File: src/hw/rtl/integer_string_parser_base_detect_unit_macros.svh
// Assertion macros for the parser RTL, used by the queue.
`ifndef INTEGER_STRING_PARSER_BASE_DETECT_UNIT_MACROS_SVH
`define INTEGER_STRING_PARSER_BASE_DETECT_UNIT_MACROS_SVH

// Same-cycle implication, disabled during reset.
`define ISPBD_ASSERT_NOW(label, ante, cons) \
  label: assert property (@(posedge clk_i) disable iff (!rst_ni) (ante) |-> (cons)) \
    else $error("ispbd assertion failed");

// Next-cycle implication, disabled during reset.
`define ISPBD_ASSERT_NEXT(label, ante, cons) \
  label: assert property (@(posedge clk_i) disable iff (!rst_ni) (ante) |=> (cons)) \
    else $error("ispbd assertion failed");

`endif

File: src/hw/rtl/ispbd_pkg.sv
// Types and constants for the integer string parser.
package ispbd_pkg;

  localparam int OffsetW = 16;
  localparam int CountW  = (OffsetW < 16) ? OffsetW : 16;
  localparam logic [CountW-1:0] CountMax = '1;

  localparam int QDepth = 4;
  localparam int PtrW   = $clog2(QDepth);
  localparam int CntW   = $clog2(QDepth + 1);

  localparam logic [5:0] BaseAuto  = 6'd0;
  localparam logic [5:0] BaseOct   = 6'd8;
  localparam logic [5:0] BaseDec   = 6'd10;
  localparam logic [5:0] BaseHex   = 6'd16;
  localparam logic [5:0] BaseReset = BaseDec;

  localparam logic [4:0] DigitNone = 5'd16;

  typedef struct packed {
    logic       start;
    logic       blank;
    logic       plus;
    logic       minus;
    logic       zero;
    logic       ex;
    logic [4:0] digit;
  } cls_t;

endpackage

File: src/hw/rtl/ispbd_in_if.sv
// Input character channel.
interface ispbd_in_if;
  logic       valid;
  logic       ready;
  logic [7:0] char_in;
  logic       start_flag;

  modport source (output valid, output char_in, output start_flag, input ready);
  modport sink   (input valid, input char_in, input start_flag, output ready);
endinterface

File: src/hw/rtl/ispbd_out_if.sv
// Result channel.
interface ispbd_out_if;
  logic               valid;
  logic               ready;
  logic signed [31:0] parsed_value;
  logic [15:0]        end_offset;

  modport source (output valid, output parsed_value, output end_offset, input ready);
  modport sink   (input valid, input parsed_value, input end_offset, output ready);
endinterface

File: src/hw/rtl/ispbd_cfg_if.sv
// Configuration write channel.
interface ispbd_cfg_if;
  logic       valid;
  logic       ready;
  logic [5:0] number_base;

  modport source (output valid, output number_base, input ready);
  modport sink   (input valid, input number_base, output ready);
endinterface

File: src/hw/rtl/integer_string_parser_base_detect_unit.sv
// Top level of the streaming strtol-style integer parser.
// Throughput: one character per cycle unless a result waits on out_o.ready; 32x6 multiply-add.
// A stopping character goes through the queue, then loads the result register behind out_o.
// A four-entry queue parts the classifying front from the parsing back end.
// Reset: parse idle, queue empty, no result pending, number_base back to 10.
module integer_string_parser_base_detect_unit (
  input  logic        clk_i,
  input  logic        rst_ni,
  ispbd_in_if.sink    in_i,
  ispbd_cfg_if.sink   cfg_i,
  ispbd_out_if.source out_o
);

  logic            push, full, pop, empty;
  ispbd_pkg::cls_t cls_f, cls_b;

  ispbd_front u_front (
    .in_i   (in_i),
    .full_i (full),
    .push_o (push),
    .cls_o  (cls_f)
  );

  ispbd_fifo u_fifo (
    .clk_i   (clk_i),
    .rst_ni  (rst_ni),
    .push_i  (push),
    .cls_i   (cls_f),
    .full_o  (full),
    .pop_i   (pop),
    .empty_o (empty),
    .cls_o   (cls_b)
  );

  ispbd_back u_back (
    .clk_i   (clk_i),
    .rst_ni  (rst_ni),
    .empty_i (empty),
    .cls_i   (cls_b),
    .pop_o   (pop),
    .cfg_i   (cfg_i),
    .out_o   (out_o)
  );

endmodule

File: src/hw/rtl/ispbd_front.sv
// Front end: accepts characters and classifies them for the queue.
module ispbd_front (
  ispbd_in_if.sink       in_i,
  input  logic           full_i,
  output logic           push_o,
  output ispbd_pkg::cls_t cls_o
);

  logic [7:0] c;

  assign c         = in_i.char_in;
  assign in_i.ready = !full_i;
  assign push_o    = in_i.valid && !full_i;

  always_comb begin
    cls_o.start = in_i.start_flag;
    cls_o.blank = (c == 8'h20) || (c == 8'h09) || (c == 8'h0A) ||
                  (c == 8'h0D) || (c == 8'h0B) || (c == 8'h0C);
    cls_o.plus  = (c == 8'h2B);
    cls_o.minus = (c == 8'h2D);
    cls_o.zero  = (c == 8'h30);
    cls_o.ex    = (c == 8'h78) || (c == 8'h58);
    if (c >= 8'h30 && c <= 8'h39) begin
      cls_o.digit = 5'(c - 8'h30);
    end else if (c >= 8'h61 && c <= 8'h66) begin
      cls_o.digit = 5'(c - 8'h61 + 8'd10);
    end else if (c >= 8'h41 && c <= 8'h46) begin
      cls_o.digit = 5'(c - 8'h41 + 8'd10);
    end else begin
      cls_o.digit = ispbd_pkg::DigitNone;
    end
  end

endmodule

File: src/hw/rtl/ispbd_fifo.sv
// Short queue of classified characters between front and back.
`include "integer_string_parser_base_detect_unit_macros.svh"

module ispbd_fifo (
  input  logic                 clk_i,
  input  logic                 rst_ni,
  input  logic                 push_i,
  input  ispbd_pkg::cls_t      cls_i,
  output logic                 full_o,
  input  logic                 pop_i,
  output logic                 empty_o,
  output ispbd_pkg::cls_t      cls_o
);

  ispbd_pkg::cls_t                mem_q [ispbd_pkg::QDepth];
  logic [ispbd_pkg::PtrW-1:0]     wr_q, wr_d, rd_q, rd_d;
  logic [ispbd_pkg::CntW-1:0]     cnt_q, cnt_d;

  localparam logic [ispbd_pkg::PtrW-1:0] PtrLast = ispbd_pkg::PtrW'(ispbd_pkg::QDepth - 1);
  localparam logic [ispbd_pkg::CntW-1:0] CntFull = ispbd_pkg::CntW'(ispbd_pkg::QDepth);

  assign full_o  = (cnt_q == CntFull);
  assign empty_o = (cnt_q == '0);
  assign cls_o   = mem_q[rd_q];

  always_comb begin
    wr_d  = wr_q;
    rd_d  = rd_q;
    cnt_d = cnt_q;
    if (push_i) begin
      wr_d = (wr_q == PtrLast) ? '0 : wr_q + 1'b1;
    end
    if (pop_i) begin
      rd_d = (rd_q == PtrLast) ? '0 : rd_q + 1'b1;
    end
    if (push_i && !pop_i) begin
      cnt_d = cnt_q + 1'b1;
    end else if (pop_i && !push_i) begin
      cnt_d = cnt_q - 1'b1;
    end
  end

  always_ff @(posedge clk_i or negedge rst_ni) begin
    if (!rst_ni) begin
      wr_q  <= '0;
      rd_q  <= '0;
      cnt_q <= '0;
    end else begin
      wr_q  <= wr_d;
      rd_q  <= rd_d;
      cnt_q <= cnt_d;
    end
  end

  always_ff @(posedge clk_i) begin
    if (push_i) begin
      mem_q[wr_q] <= cls_i;
    end
  end

  `ISPBD_ASSERT_NOW(a_cnt_bound, 1'b1, cnt_q <= CntFull)
  `ISPBD_ASSERT_NOW(a_pop_nonempty, pop_i, cnt_q != '0)
  `ISPBD_ASSERT_NEXT(a_push_grows, push_i && !pop_i, cnt_q == ispbd_pkg::CntW'($past(cnt_q) + 1'b1))

endmodule

File: src/hw/rtl/ispbd_back.sv
// Back end: parse state machine, multiply-add and result register.
module ispbd_back (
  input  logic            clk_i,
  input  logic            rst_ni,
  input  logic            empty_i,
  input  ispbd_pkg::cls_t cls_i,
  output logic            pop_o,
  ispbd_cfg_if.sink       cfg_i,
  ispbd_out_if.source     out_o
);

  typedef enum logic [2:0] {
    PhIdle, PhSpace, PhPrefix, PhZero, PhDigits, PhDone
  } phase_e;

  phase_e                       ph_q, ph_d;
  logic                         neg_q, neg_d;
  logic [5:0]                   base_q, base_d, nbase_q;
  logic [31:0]                  acc_q, acc_d;
  logic [ispbd_pkg::CountW-1:0] cnt_q, cnt_d;
  logic                         emit;
  logic                         out_vld_q;
  logic signed [31:0]           val_q;
  logic [15:0]                  off_q;

  assign cfg_i.ready        = 1'b1;
  assign pop_o              = !empty_i && (!out_vld_q || out_o.ready);
  assign out_o.valid        = out_vld_q;
  assign out_o.parsed_value = val_q;
  assign out_o.end_offset   = off_q;

  always_comb begin
    logic done;
    logic bump;
    done  = 1'b0;
    bump  = 1'b0;
    emit  = 1'b0;
    ph_d  = ph_q;
    neg_d = neg_q;
    base_d = base_q;
    acc_d = acc_q;
    cnt_d = cnt_q;
    if (cls_i.start) begin
      ph_d   = PhSpace;
      neg_d  = 1'b0;
      base_d = nbase_q;
      acc_d  = '0;
      cnt_d  = '0;
    end
    if (ph_d == PhIdle || ph_d == PhDone) begin
      done = 1'b1;
    end
    if (!done && ph_d == PhSpace) begin
      if (cls_i.blank) begin
        bump = 1'b1;
        done = 1'b1;
      end else if (cls_i.plus || cls_i.minus) begin
        neg_d = cls_i.minus;
        bump  = 1'b1;
        ph_d  = PhPrefix;
        done  = 1'b1;
      end else begin
        ph_d = PhPrefix;
      end
    end
    if (!done && ph_d == PhPrefix) begin
      if ((base_d == ispbd_pkg::BaseAuto || base_d == ispbd_pkg::BaseHex) && cls_i.zero) begin
        bump = 1'b1;
        ph_d = PhZero;
        done = 1'b1;
      end else begin
        if (base_d == ispbd_pkg::BaseAuto) begin
          base_d = ispbd_pkg::BaseDec;
        end
        ph_d = PhDigits;
      end
    end else if (!done && ph_d == PhZero) begin
      if (cls_i.ex) begin
        base_d = ispbd_pkg::BaseHex;
        bump   = 1'b1;
        ph_d   = PhDigits;
        done   = 1'b1;
      end else begin
        if (base_d == ispbd_pkg::BaseAuto) begin
          base_d = ispbd_pkg::BaseOct;
        end
        ph_d = PhDigits;
      end
    end
    if (!done) begin
      if (!cls_i.digit[4] && ({1'b0, cls_i.digit} < base_d)) begin
        acc_d = (acc_d * 32'(base_d)) + 32'(cls_i.digit[3:0]);
        bump  = 1'b1;
      end else begin
        ph_d = PhDone;
        emit = 1'b1;
      end
    end
    if (bump && cnt_d != ispbd_pkg::CountMax) begin
      cnt_d = cnt_d + 1'b1;
    end
  end

  always_ff @(posedge clk_i or negedge rst_ni) begin
    if (!rst_ni) begin
      ph_q      <= PhIdle;
      neg_q     <= 1'b0;
      base_q    <= '0;
      acc_q     <= '0;
      cnt_q     <= '0;
      nbase_q   <= ispbd_pkg::BaseReset;
      out_vld_q <= 1'b0;
      val_q     <= '0;
      off_q     <= '0;
    end else begin
      if (cfg_i.valid) begin
        nbase_q <= cfg_i.number_base;
      end
      if (pop_o) begin
        ph_q   <= ph_d;
        neg_q  <= neg_d;
        base_q <= base_d;
        acc_q  <= acc_d;
        cnt_q  <= cnt_d;
      end
      if (pop_o && emit) begin
        out_vld_q <= 1'b1;
        val_q     <= neg_d ? $signed(32'd0 - acc_d) : $signed(acc_d);
        off_q     <= 16'(cnt_d);
      end else if (out_o.ready) begin
        out_vld_q <= 1'b0;
      end
    end
  end

endmodule

File: src/flat_wrapper.sv
// flat-port wrapper written by rule: the top's interface ports become plain ports
module integer_string_parser_base_detect_unit_flat 
  (clk_i, rst_ni, in_i_valid, in_i_char_in, in_i_start_flag, in_i_ready, cfg_i_valid, cfg_i_number_base, cfg_i_ready, out_o_valid, out_o_parsed_value, out_o_end_offset, out_o_ready);
  ispbd_in_if in_i_i ();
  ispbd_cfg_if cfg_i_i ();
  ispbd_out_if out_o_i ();
  input  logic clk_i;
  input  logic rst_ni;
  input wire logic [$bits(in_i_i.valid)-1:0] in_i_valid;
  input wire logic [$bits(in_i_i.char_in)-1:0] in_i_char_in;
  input wire logic [$bits(in_i_i.start_flag)-1:0] in_i_start_flag;
  output wire logic [$bits(in_i_i.ready)-1:0] in_i_ready;
  input wire logic [$bits(cfg_i_i.valid)-1:0] cfg_i_valid;
  input wire logic [$bits(cfg_i_i.number_base)-1:0] cfg_i_number_base;
  output wire logic [$bits(cfg_i_i.ready)-1:0] cfg_i_ready;
  output wire logic [$bits(out_o_i.valid)-1:0] out_o_valid;
  output wire logic [$bits(out_o_i.parsed_value)-1:0] out_o_parsed_value;
  output wire logic [$bits(out_o_i.end_offset)-1:0] out_o_end_offset;
  input wire logic [$bits(out_o_i.ready)-1:0] out_o_ready;
  assign in_i_i.valid = in_i_valid;
  assign in_i_i.char_in = in_i_char_in;
  assign in_i_i.start_flag = in_i_start_flag;
  assign in_i_ready = in_i_i.ready;
  assign cfg_i_i.valid = cfg_i_valid;
  assign cfg_i_i.number_base = cfg_i_number_base;
  assign cfg_i_ready = cfg_i_i.ready;
  assign out_o_valid = out_o_i.valid;
  assign out_o_parsed_value = out_o_i.parsed_value;
  assign out_o_end_offset = out_o_i.end_offset;
  assign out_o_i.ready = out_o_ready;
  integer_string_parser_base_detect_unit u_core (.clk_i(clk_i), .rst_ni(rst_ni), .in_i(in_i_i), .cfg_i(cfg_i_i), .out_o(out_o_i));
endmodule
File: config.mk
export PLATFORM = sky130hd
export DESIGN_NAME = integer_string_parser_base_detect_unit_flat
export DESIGN_NICKNAME = d
export VERILOG_FILES = /design/src/hw/rtl/ispbd_pkg.sv /design/src/hw/rtl/ispbd_in_if.sv /design/src/hw/rtl/ispbd_out_if.sv /design/src/hw/rtl/ispbd_cfg_if.sv /design/src/hw/rtl/integer_string_parser_base_detect_unit.sv /design/src/hw/rtl/ispbd_front.sv /design/src/hw/rtl/ispbd_fifo.sv /design/src/hw/rtl/ispbd_back.sv /design/src/flat_wrapper.sv
export VERILOG_INCLUDE_DIRS = /design/src /design/src/hw/rtl
export SDC_FILE = /design/constraint.sdc
export NUM_CORES = 1
export LEC_CHECK = 0
export BUFFER_PORTS_ARGS = -buffer_cell sky130_fd_sc_hd__buf_4
export CORE_AREA = 4 4 110 217
export CTS_BUF_LIST = sky130_fd_sc_hd__clkbuf_8
export DETAILED_ROUTE_END_ITERATION = 16
export DIE_AREA = 0 0 114 221
export GPL_ROUTABILITY_DRIVEN = 0
export HOLD_SLACK_MARGIN = 0.08
export PLACE_DENSITY_LB_ADDON = 0.08
export SKIP_CTS_REPAIR_TIMING = 1
export SLEW_MARGIN = 40
export SYNTH_ARGS = -nofsm -noshare
export SYNTH_HDL_FRONTEND = slang
export SYNTH_SLANG_ARGS = --single-unit
File: constraint.sdc
create_clock -name clk_i -period 11.93 [get_ports clk_i]
set_clock_uncertainty 0.1 [all_clocks]
set_input_delay 1.193 -clock clk_i [delete_from_list [all_inputs] [get_ports clk_i]]
set_output_delay 1.193 -clock clk_i [all_outputs]
set_load 0.03 [all_outputs]
== Word-level counts from Yosys, hierarchy flattened ==
Memories as Yosys holds them, arrays and structs flattened.
Index checks and enable logic that the tools add are counted.

* Memories: 1
* RAM bits: 44
* Output and inout port bits: 51
* Bits in latches: 0
* Logic and storage cells: 145
* Register bits after elaboration: 120
* Bits in read-only memories: 0

* Shift-type cells: 0
* Bitwise operators: 0
* Reductions and logical operators: 37
* Div/mod/pow operators: 0
* $lt $le $gt $ge: 7
* Mux-type cells: 55
* Eq/ne operators: 20
* Add/subtract/negate cells: 12
* Multiply operators: 1

{| class="wikitable"
|+ Memory list
! name !! words !! width !! read ports !! clocked after memory_dff !! write ports !! line !! source
|-
| u_core.u_fifo.mem_q || 4 || 11 || 1 || 0 || 1 || ispbd_fifo.sv:15 || <nowiki>ispbd_pkg::cls_t mem_q [ispbd_pkg::QDepth];</nowiki>
|}

{| class="wikitable"
|+ Operators by type and width
! operator !! count
|-
| $mux 32 || 4
|-
| $mux 6 || 7
|-
| $eq 8x4->1 const B || 5
|-
| $add 32x4->32 || 1
|-
| $eq 8x6->1 const B || 4
|-
| $mul 32x6->32 || 1
|-
| $mux 16 || 2
|-
| $sub 1x32->32 const A || 1
|-
| $mux 3 || 10
|-
| $mux 1 || 27
|-
| $add 16x1->16 const B || 1
|-
| $eq 8x7->1 const B || 2
|-
| $ge 8x7->1 const B || 2
|-
| $le 8x7->1 const B || 2
|-
| $ne 16x16->1 const B || 1
|-
| $mux 5 || 3
|-
| $logic_and 1x1->1 || 14
|-
| $add 5x4->5 const B || 2
|-
| $logic_or 1x1->1 || 10
|-
| $sub 5x1->5 const B || 2
|-
| $ge 8x6->1 const B || 1
|-
| $le 8x6->1 const B || 1
|-
| $logic_not 1->1 || 8
|-
| $eq 3x2->1 const B || 2
|-
| other kinds (13) || 19
|}

== Logic depth before layout (Yosys ltp) ==
An unclocked memory read counts as a cell.

* Depth in word-level cells: 18
* Mapped depth: 31
* Mapped depth without buffers: 25

== Hierarchy ==
From an unflattened synthesis, not the netlist that was laid out.

* Cells, all modules: 1,533
* Area total of the unflattened synthesis: 14,213.6 um2

{| class="wikitable"
|+ By module, submodules not included
! module !! area each (um2) !! instances !! seq. area each (um2) !! cells each
|-
| ispbd_back || 11,877.6 || 1 || 2,830.2 || 1,392
|-
| ispbd_fifo || 2,008.2 || 1 || 1,496.4 || 94
|-
| ispbd_front || 327.8 || 1 || 0.0 || 47
|}

== Worst setup path before layout ==
No wires, ideal clock.

* Path kind: flip-flop to flip-flop
* Start point: reg u_core.u_fifo.rd_q[1] (netlist name)
* End point: reg u_core.u_back.val_q[31] (netlist: u_core.u_back.out_o.parsed_value[31])
* Cell stages (with the launch flop): 27
* Buffers on the path: 6
* Arrival: 7.965 ns
* Slack: 3.787 ns
* Path through: dfrtp_1 > buf_4 > mux2i_1 > mux2_2 > clkbuf_1 > buf_1 > clkbuf_1 > clkbuf_1 > mux2i_1 > clkbuf_1 > nor2_1 > fa_1 > fa_1 > fa_1 > ha_1 > ha_1 > and3_1 > a221o_1 > a221oi_1 > a211oi_1 > o31ai_1 > mux2_2 > o41a_1 > and4bb_1 > a41oi_1 > mux2_1 > a21oi_1

* Word-level cells in the longest chain between the ends: 18
* Elaborated cells between the ends (all ways): 52

{| class="wikitable"
|+ Ends and longest elaborated chain
! item !! line !! source
|-
| start: declaration || ispbd_fifo.sv:16 || <nowiki>logic [ispbd_pkg::PtrW-1:0] wr_q, wr_d, rd_q, rd_d;</nowiki>
|-
| start signal: assignment || ispbd_fifo.sv:50 || <nowiki>rd_q <= rd_d;</nowiki>
|-
| $mem_v2 4x11 (*) || - ||
|-
| $mux 3 || ispbd_back.sv:43 || <nowiki>if (cls_i.start) begin</nowiki>
|-
| $eq 3x3->1 / $logic_not 3->1 (equally long branches) || ispbd_back.sv:50 || <nowiki>if (ph_d == PhIdle || ph_d == PhDone) begin</nowiki>
|-
| $logic_or 1x1->1 || ispbd_back.sv:50 ||
|-
| $mux 1 || ispbd_back.sv:50 ||
|-
| $logic_not 1->1 / $mux 1 (equally long branches) || ispbd_back.sv:53, ispbd_back.sv:57 ||
|-
| $logic_and 1x1->1 / $mux 1 (equally long branches) || ispbd_back.sv:53, ispbd_back.sv:54 ||
|-
| $mux 3 / $mux 1 (equally long branches) || ispbd_back.sv:53 || <nowiki>if (!done && ph_d == PhSpace) begin</nowiki>
|-
| [2 not listed] || - ||
|-
| $mux 6 || ispbd_back.sv:77 || <nowiki>end else if (!done && ph_d == PhZero) begin</nowiki>
|-
| $mux 6 || ispbd_back.sv:66 || <nowiki>if (!done && ph_d == PhPrefix) begin</nowiki>
|-
| $mul 32x6->32 / $lt 5x6->1 (equally long branches) || ispbd_back.sv:92, ispbd_back.sv:91 ||
|-
| $add 32x4->32 / $logic_and 1x1->1 (equally long branches) || ispbd_back.sv:92, ispbd_back.sv:91 ||
|-
| $mux 32 || ispbd_back.sv:91 || <nowiki>if (!cls_i.digit[4] && ({1'b0, cls_i.digit} < base_d)) begin</nowiki>
|-
| $mux 32 || ispbd_back.sv:90 || <nowiki>if (!done) begin</nowiki>
|-
| $sub 1x32->32 || ispbd_back.sv:128 || <nowiki>val_q <= neg_d ? $signed(32'd0 - acc_d) : $signed(acc_d);</nowiki>
|-
| $mux 32 || ispbd_back.sv:128 ||
|-
| end signal: assignment || ispbd_back.sv:128 ||
|-
| end: declaration || ispbd_back.sv:23 || <nowiki>logic signed [31:0] val_q;</nowiki>
|}

Mark *: on every way between the ends. The rest lies on a longest branch, timed or not.
A chain may end at the register's enable or synchronous reset.

== Worst setup path in the final report ==
* Start point: reg u_core.u_fifo.rd_q[0] (netlist name)
* End point: reg u_core.u_back.val_q[31] (netlist: u_core.u_back.out_o.parsed_value[31])

The elaborated chain is that of the path after synthesis.

==> metrics.md <==
| Metric | Value |
|---|---|
| Layout Cells excl Fill | `between 1500 and 2000` |
| Crit-path cells | `mux4_4 > or2_2 > a2111oi_0 > o21ai_0 > o211ai_1 > nand2_1 > nor2_1 > fa_1 > fa_1 > fa_1 > ha_1 > ha_1 > a21o_1 > a221o_1 > a221oi_1 > a211oi_1 > o31ai_1 > mux2_2 > o41a_1 > and4bb_1 > a41oi_1 > mux2_1 > a21oi_1` |
| Fin. max-slew vios | `0` |
| Vias per cell | `6.46` |
| Drt pass-1 iters | `6` |
| Worst-margin pin slew | `roughly 0.86 ns` |
| Pwr dens | `221 nW/um^2` |
| Ratio of cells with drive above 1 in the final layout | `~11%` |
| Most used DFF post-synth | `dfrtp_1` |
| Max Fclk | `0.0989 GHz` |
| R2R setup slack | `1.82 ns` |
| Status | `complete, no violations` |
| Starting density of the core | `~64%` |
| Worst skew pair latency | `around 0.51 ns` |
| Storage cell area | `approximately 4300 sq um` |
| Mapped Nets | `1757` |
| Worst path most repeated cell | `fa_1` |
| Power Total | `between 3 and 4 mW` |
| First-pass GRT wire length | `roughly 62000 microns` |
| CP Max Fanout | `53` |
| Final hold vios | `0` |
| Crit start category | `flop` |
| CP max stage delay | `approximately 1.1 ns` |
| Fillers | `between 1500 and 2000` |
| Largest net degree at the start of global routing | `70` |
| Period utilisation layout | `between 80 and 90%` |
| DIE HEIGHT | `around 220 microns` |
| Critical path required time | `roughly 12 ns` |
| LEAKAGE | `7.21 nW` |
| Routed vias | `approximately 12000` |
| Total track usage | `31.5%` |
| Initial antenna violation count | `0` |
| RSZ-0062 raised after global routing | `no` |
| Area grow syn2layout | `7.35%` |
| Critical path type | `flop to flop` |
| Setup TNS | `0 ns` |
| Worst slew margin relative to its limit | `between 40% and 50%` |
| Yosys warning total | `0` |
| Hold WS | `0.383 ns` |
| Row cnt | `77` |
| Die span in x | `approximately 110 microns` |
| Area of the multi-input gates | `9370 sq um` |
| Routed len/inst | `20.8 microns` |
| Mapped cell area | `roughly 14000 sq um` |
| WL final | `approximately 39000 microns` |
| CTS tree | `done` |
| VDD IR max | `~0.00024 V` |
| Syn Inst Count | `approximately 1500` |
| Placed cells | `roughly 1800` |
| Count of cell types in the netlist | `94` |
| CP Capture Type | `flop` |
| Slowest stage cell, crit path | `mux4_4` |
| Syn Area/Cell | `between 9 and 10 sq um` |
| Max cap viols | `0` |
| Post-synth EDFFs | `44` |
| Number of synthesized register bits | `164` |
| Final net count | `1783` |
| CTS root buf | `clkbuf_8` |
| Vias in the first global route | `12200` |
| Residual DRC | `0` |
| Crit path DAT | `about 10 ns` |
| Async SR Flop Fraction | `73.2%` |
| Min cycle time layout | `around 10 ns` |
| Core Util, Final | `68.9%` |
| Placeable Area | `22200 sq um` |
| Depth of the CTS H-tree | `4` |
| # port buffers | `around 70` |
| Iter 0 DRT Violations | `approximately 1000` |
| Die outline area | `about 25000 sq um` |
| Seq/Total Area, Yosys | `a little under a third` |
| CTS sink cnt | `around 160` |
| HPWL Detailed | `between 20000 and 30000 microns` |
| CTS buffer count | `17` |
| Ant. Diodes | `0` |
| Hold WC Path Type | `flop to flop` |
| GR Overflow Total | `0` |
| Clock slew at reported path FFs | `0.09 ns` |
| Setup violators final | `0` |
| Number of I/O pins | `around 70` |
| Antenna-violating nets left | `0` |
| Max clock buf depth | `2` |
where the power goes:
group | switching (mW) | leakage [nW] | total [mW] | internal (mW)
registers | 0.0999 | 2.00 | 0.806 | 0.706
logic | 1.46 | 5.02 | 2.17 | 0.705
clock network | 0.234 | 0.193 | 0.403 | 0.169
final cells by class:
type | count | share of cell area [%]
inverters | 50 | 1.23
flip-flops and latches | 164 | 28.4
well taps | 276 | 2.26
multi-input cells | 1250 | 61.4
clock buffers | 17 | 1.53
clock inverters | 15 | 0.968
repair buffers | 86 | 4.26
through the flow:
step	instance area, sq um	setup slack, ns
2_1_floorplan	14200	3.79
3_3_place_gp	14900	2.05
3_5_place_dp	14900	1.86
4_1_cts	15300	1.83
5_1_grt	15300	1.21
6_report	15300	1.82
worst max-delay path: cells and delay by family (launching register included):
| family | cells | cell delay, ns |
|---|---|---|
| adders and majority gates | 5 | 2.23 |
| AOI/OAI and AO/OA | 11 | 3.37 |
| DFF | 1 | 0.85 |
| muxes | 3 | 1.81 |
| and+or+nand+nor | 4 | 1.66 |
logic make-up (layout without fill, tap and decap cells):
kind of cell,count (synthesis),count (layout),synth area share [%]
adders and majority gates,194,194,22.9
muxes,35,35,3.64
AOI/OAI and AO/OA,322,322,14.9
buffers and inverters,129,168,3.80
DFF,164,164,30.4
other,1,1,0.0264
and+or+nand+nor,626,626,19.6
xor gates and xnor gates,72,72,4.63
registers in the layout, summed over array words and instances, names as in the netlist, 3 cells and up:
register / count
u_core.u_fifo.mem_q: 44
u_core.u_back.acc_q: 32
u_core.u_back.out_o.parsed_value: 32
u_core.u_back.cnt_q: 16
u_core.u_back.out_o.end_offset: 16
u_core.u_back.base_q: 6
u_core.u_back.nbase_q: 6
u_core.u_back.ph_q: 3
u_core.u_fifo.cnt_q: 3
cells in the mapped netlist, types with 5 or more instances:
cell type	number	share of area [%]
xnor2_1	37	2.3
xor2_1	33	2.0
buf_2	6	0.21
buf_4	7	0.37
o21ai_1	8	0.28
a21oi_1	60	2.1
or3_1	10	0.44
mux2_2	11	0.87
nand3_1	36	1.3
mux2i_1	12	0.85
clkbuf_1	56	1.5
nor2_1	226	6.0
inv_1	49	1.3
and2_1	11	0.48
dfrtp_1	118	21
buf_1	7	0.18
a31oi_1	14	0.62
and3_1	18	0.79
o21bai_1	5	0.26
edfxtp_1	44	9.3
or4_1	5	0.26
nor4_1	5	0.22
nor3_1	24	0.85
a22o_1	11	0.68
nor2b_1	7	0.31
nand2_1	225	5.9
a211oi_1	11	0.58
o21a_1	9	0.48
nand2b_1	11	0.48
or2_2	11	0.48
fa_1	111	16
ha_1	83	7.3
a21o_1	11	0.58
mux4_2	7	1.1
nand4_1	11	0.48
o211ai_1	7	0.37
o21ai_0	114	4.0
a32o_1	5	0.35
and4_1	6	0.37
o31ai_1	14	0.74
placed cells by master (no fill, tap or decap), types with 6 or more instances in the layout:
cell type / count
o21ai_0: 114
and2_1: 11
nor2_1: 225
nand2b_1: 11
a22o_1: 11
or2_2: 11
xnor2_1: 37
a211oi_1: 10
fa_1: 111
ha_1: 83
inv_1: 49
buf_4: 85
o21a_1: 8
nand2_1: 224
dfrtp_1: 118
nor2b_1: 7
nand3_1: 36
o21ai_1: 8
and4_1: 6
a31oi_1: 14
mux4_2: 6
a21oi_1: 59
mux2_2: 11
o31ai_1: 14
or3_1: 10
xor2_1: 33
clkbuf_8: 17
o211ai_1: 7
edfxtp_1: 44
mux2i_1: 11
a21o_1: 11
and3_1: 18
nand4_1: 11
nor3_1: 24
layer usage:
metal / global-route usage, % / vias up / share of wire, %
li1: - / 5428 / -
met1: 34.8 / 5860 / 35
met2: 55.5 / 540 / 53
met3: 4.87 / 180 / 5.7
met4: 19.3 / 0 / 6.8
met5: 0 / - / 0
path summary, 6_finish.rpt:
check                                                                from  cells past startpoint                                                to
setup / recovery                        u_core.u_fifo.rd_q[0]$_DFFE_PN0P_                     23  u_core.u_back.out_o.parsed_value[31]$_DFFE_PN0P_
hold / removal             u_core.u_back.out_o.end_offset[14]$_DFFE_PN0P_                      2    u_core.u_back.out_o.end_offset[14]$_DFFE_PN0P_
setup reg to reg                        u_core.u_fifo.rd_q[0]$_DFFE_PN0P_                     23  u_core.u_back.out_o.parsed_value[31]$_DFFE_PN0P_
hold reg to reg            u_core.u_back.out_o.end_offset[14]$_DFFE_PN0P_                      2    u_core.u_back.out_o.end_offset[14]$_DFFE_PN0P_
max in group asynchronous                                          rst_ni                      2  u_core.u_back.out_o.parsed_value[17]$_DFFE_PN0P_
min in group asynchronous                                          rst_ni                      1     u_core.u_back.out_o.end_offset[9]$_DFFE_PN0P_
(Power assumes the default switching activity.)
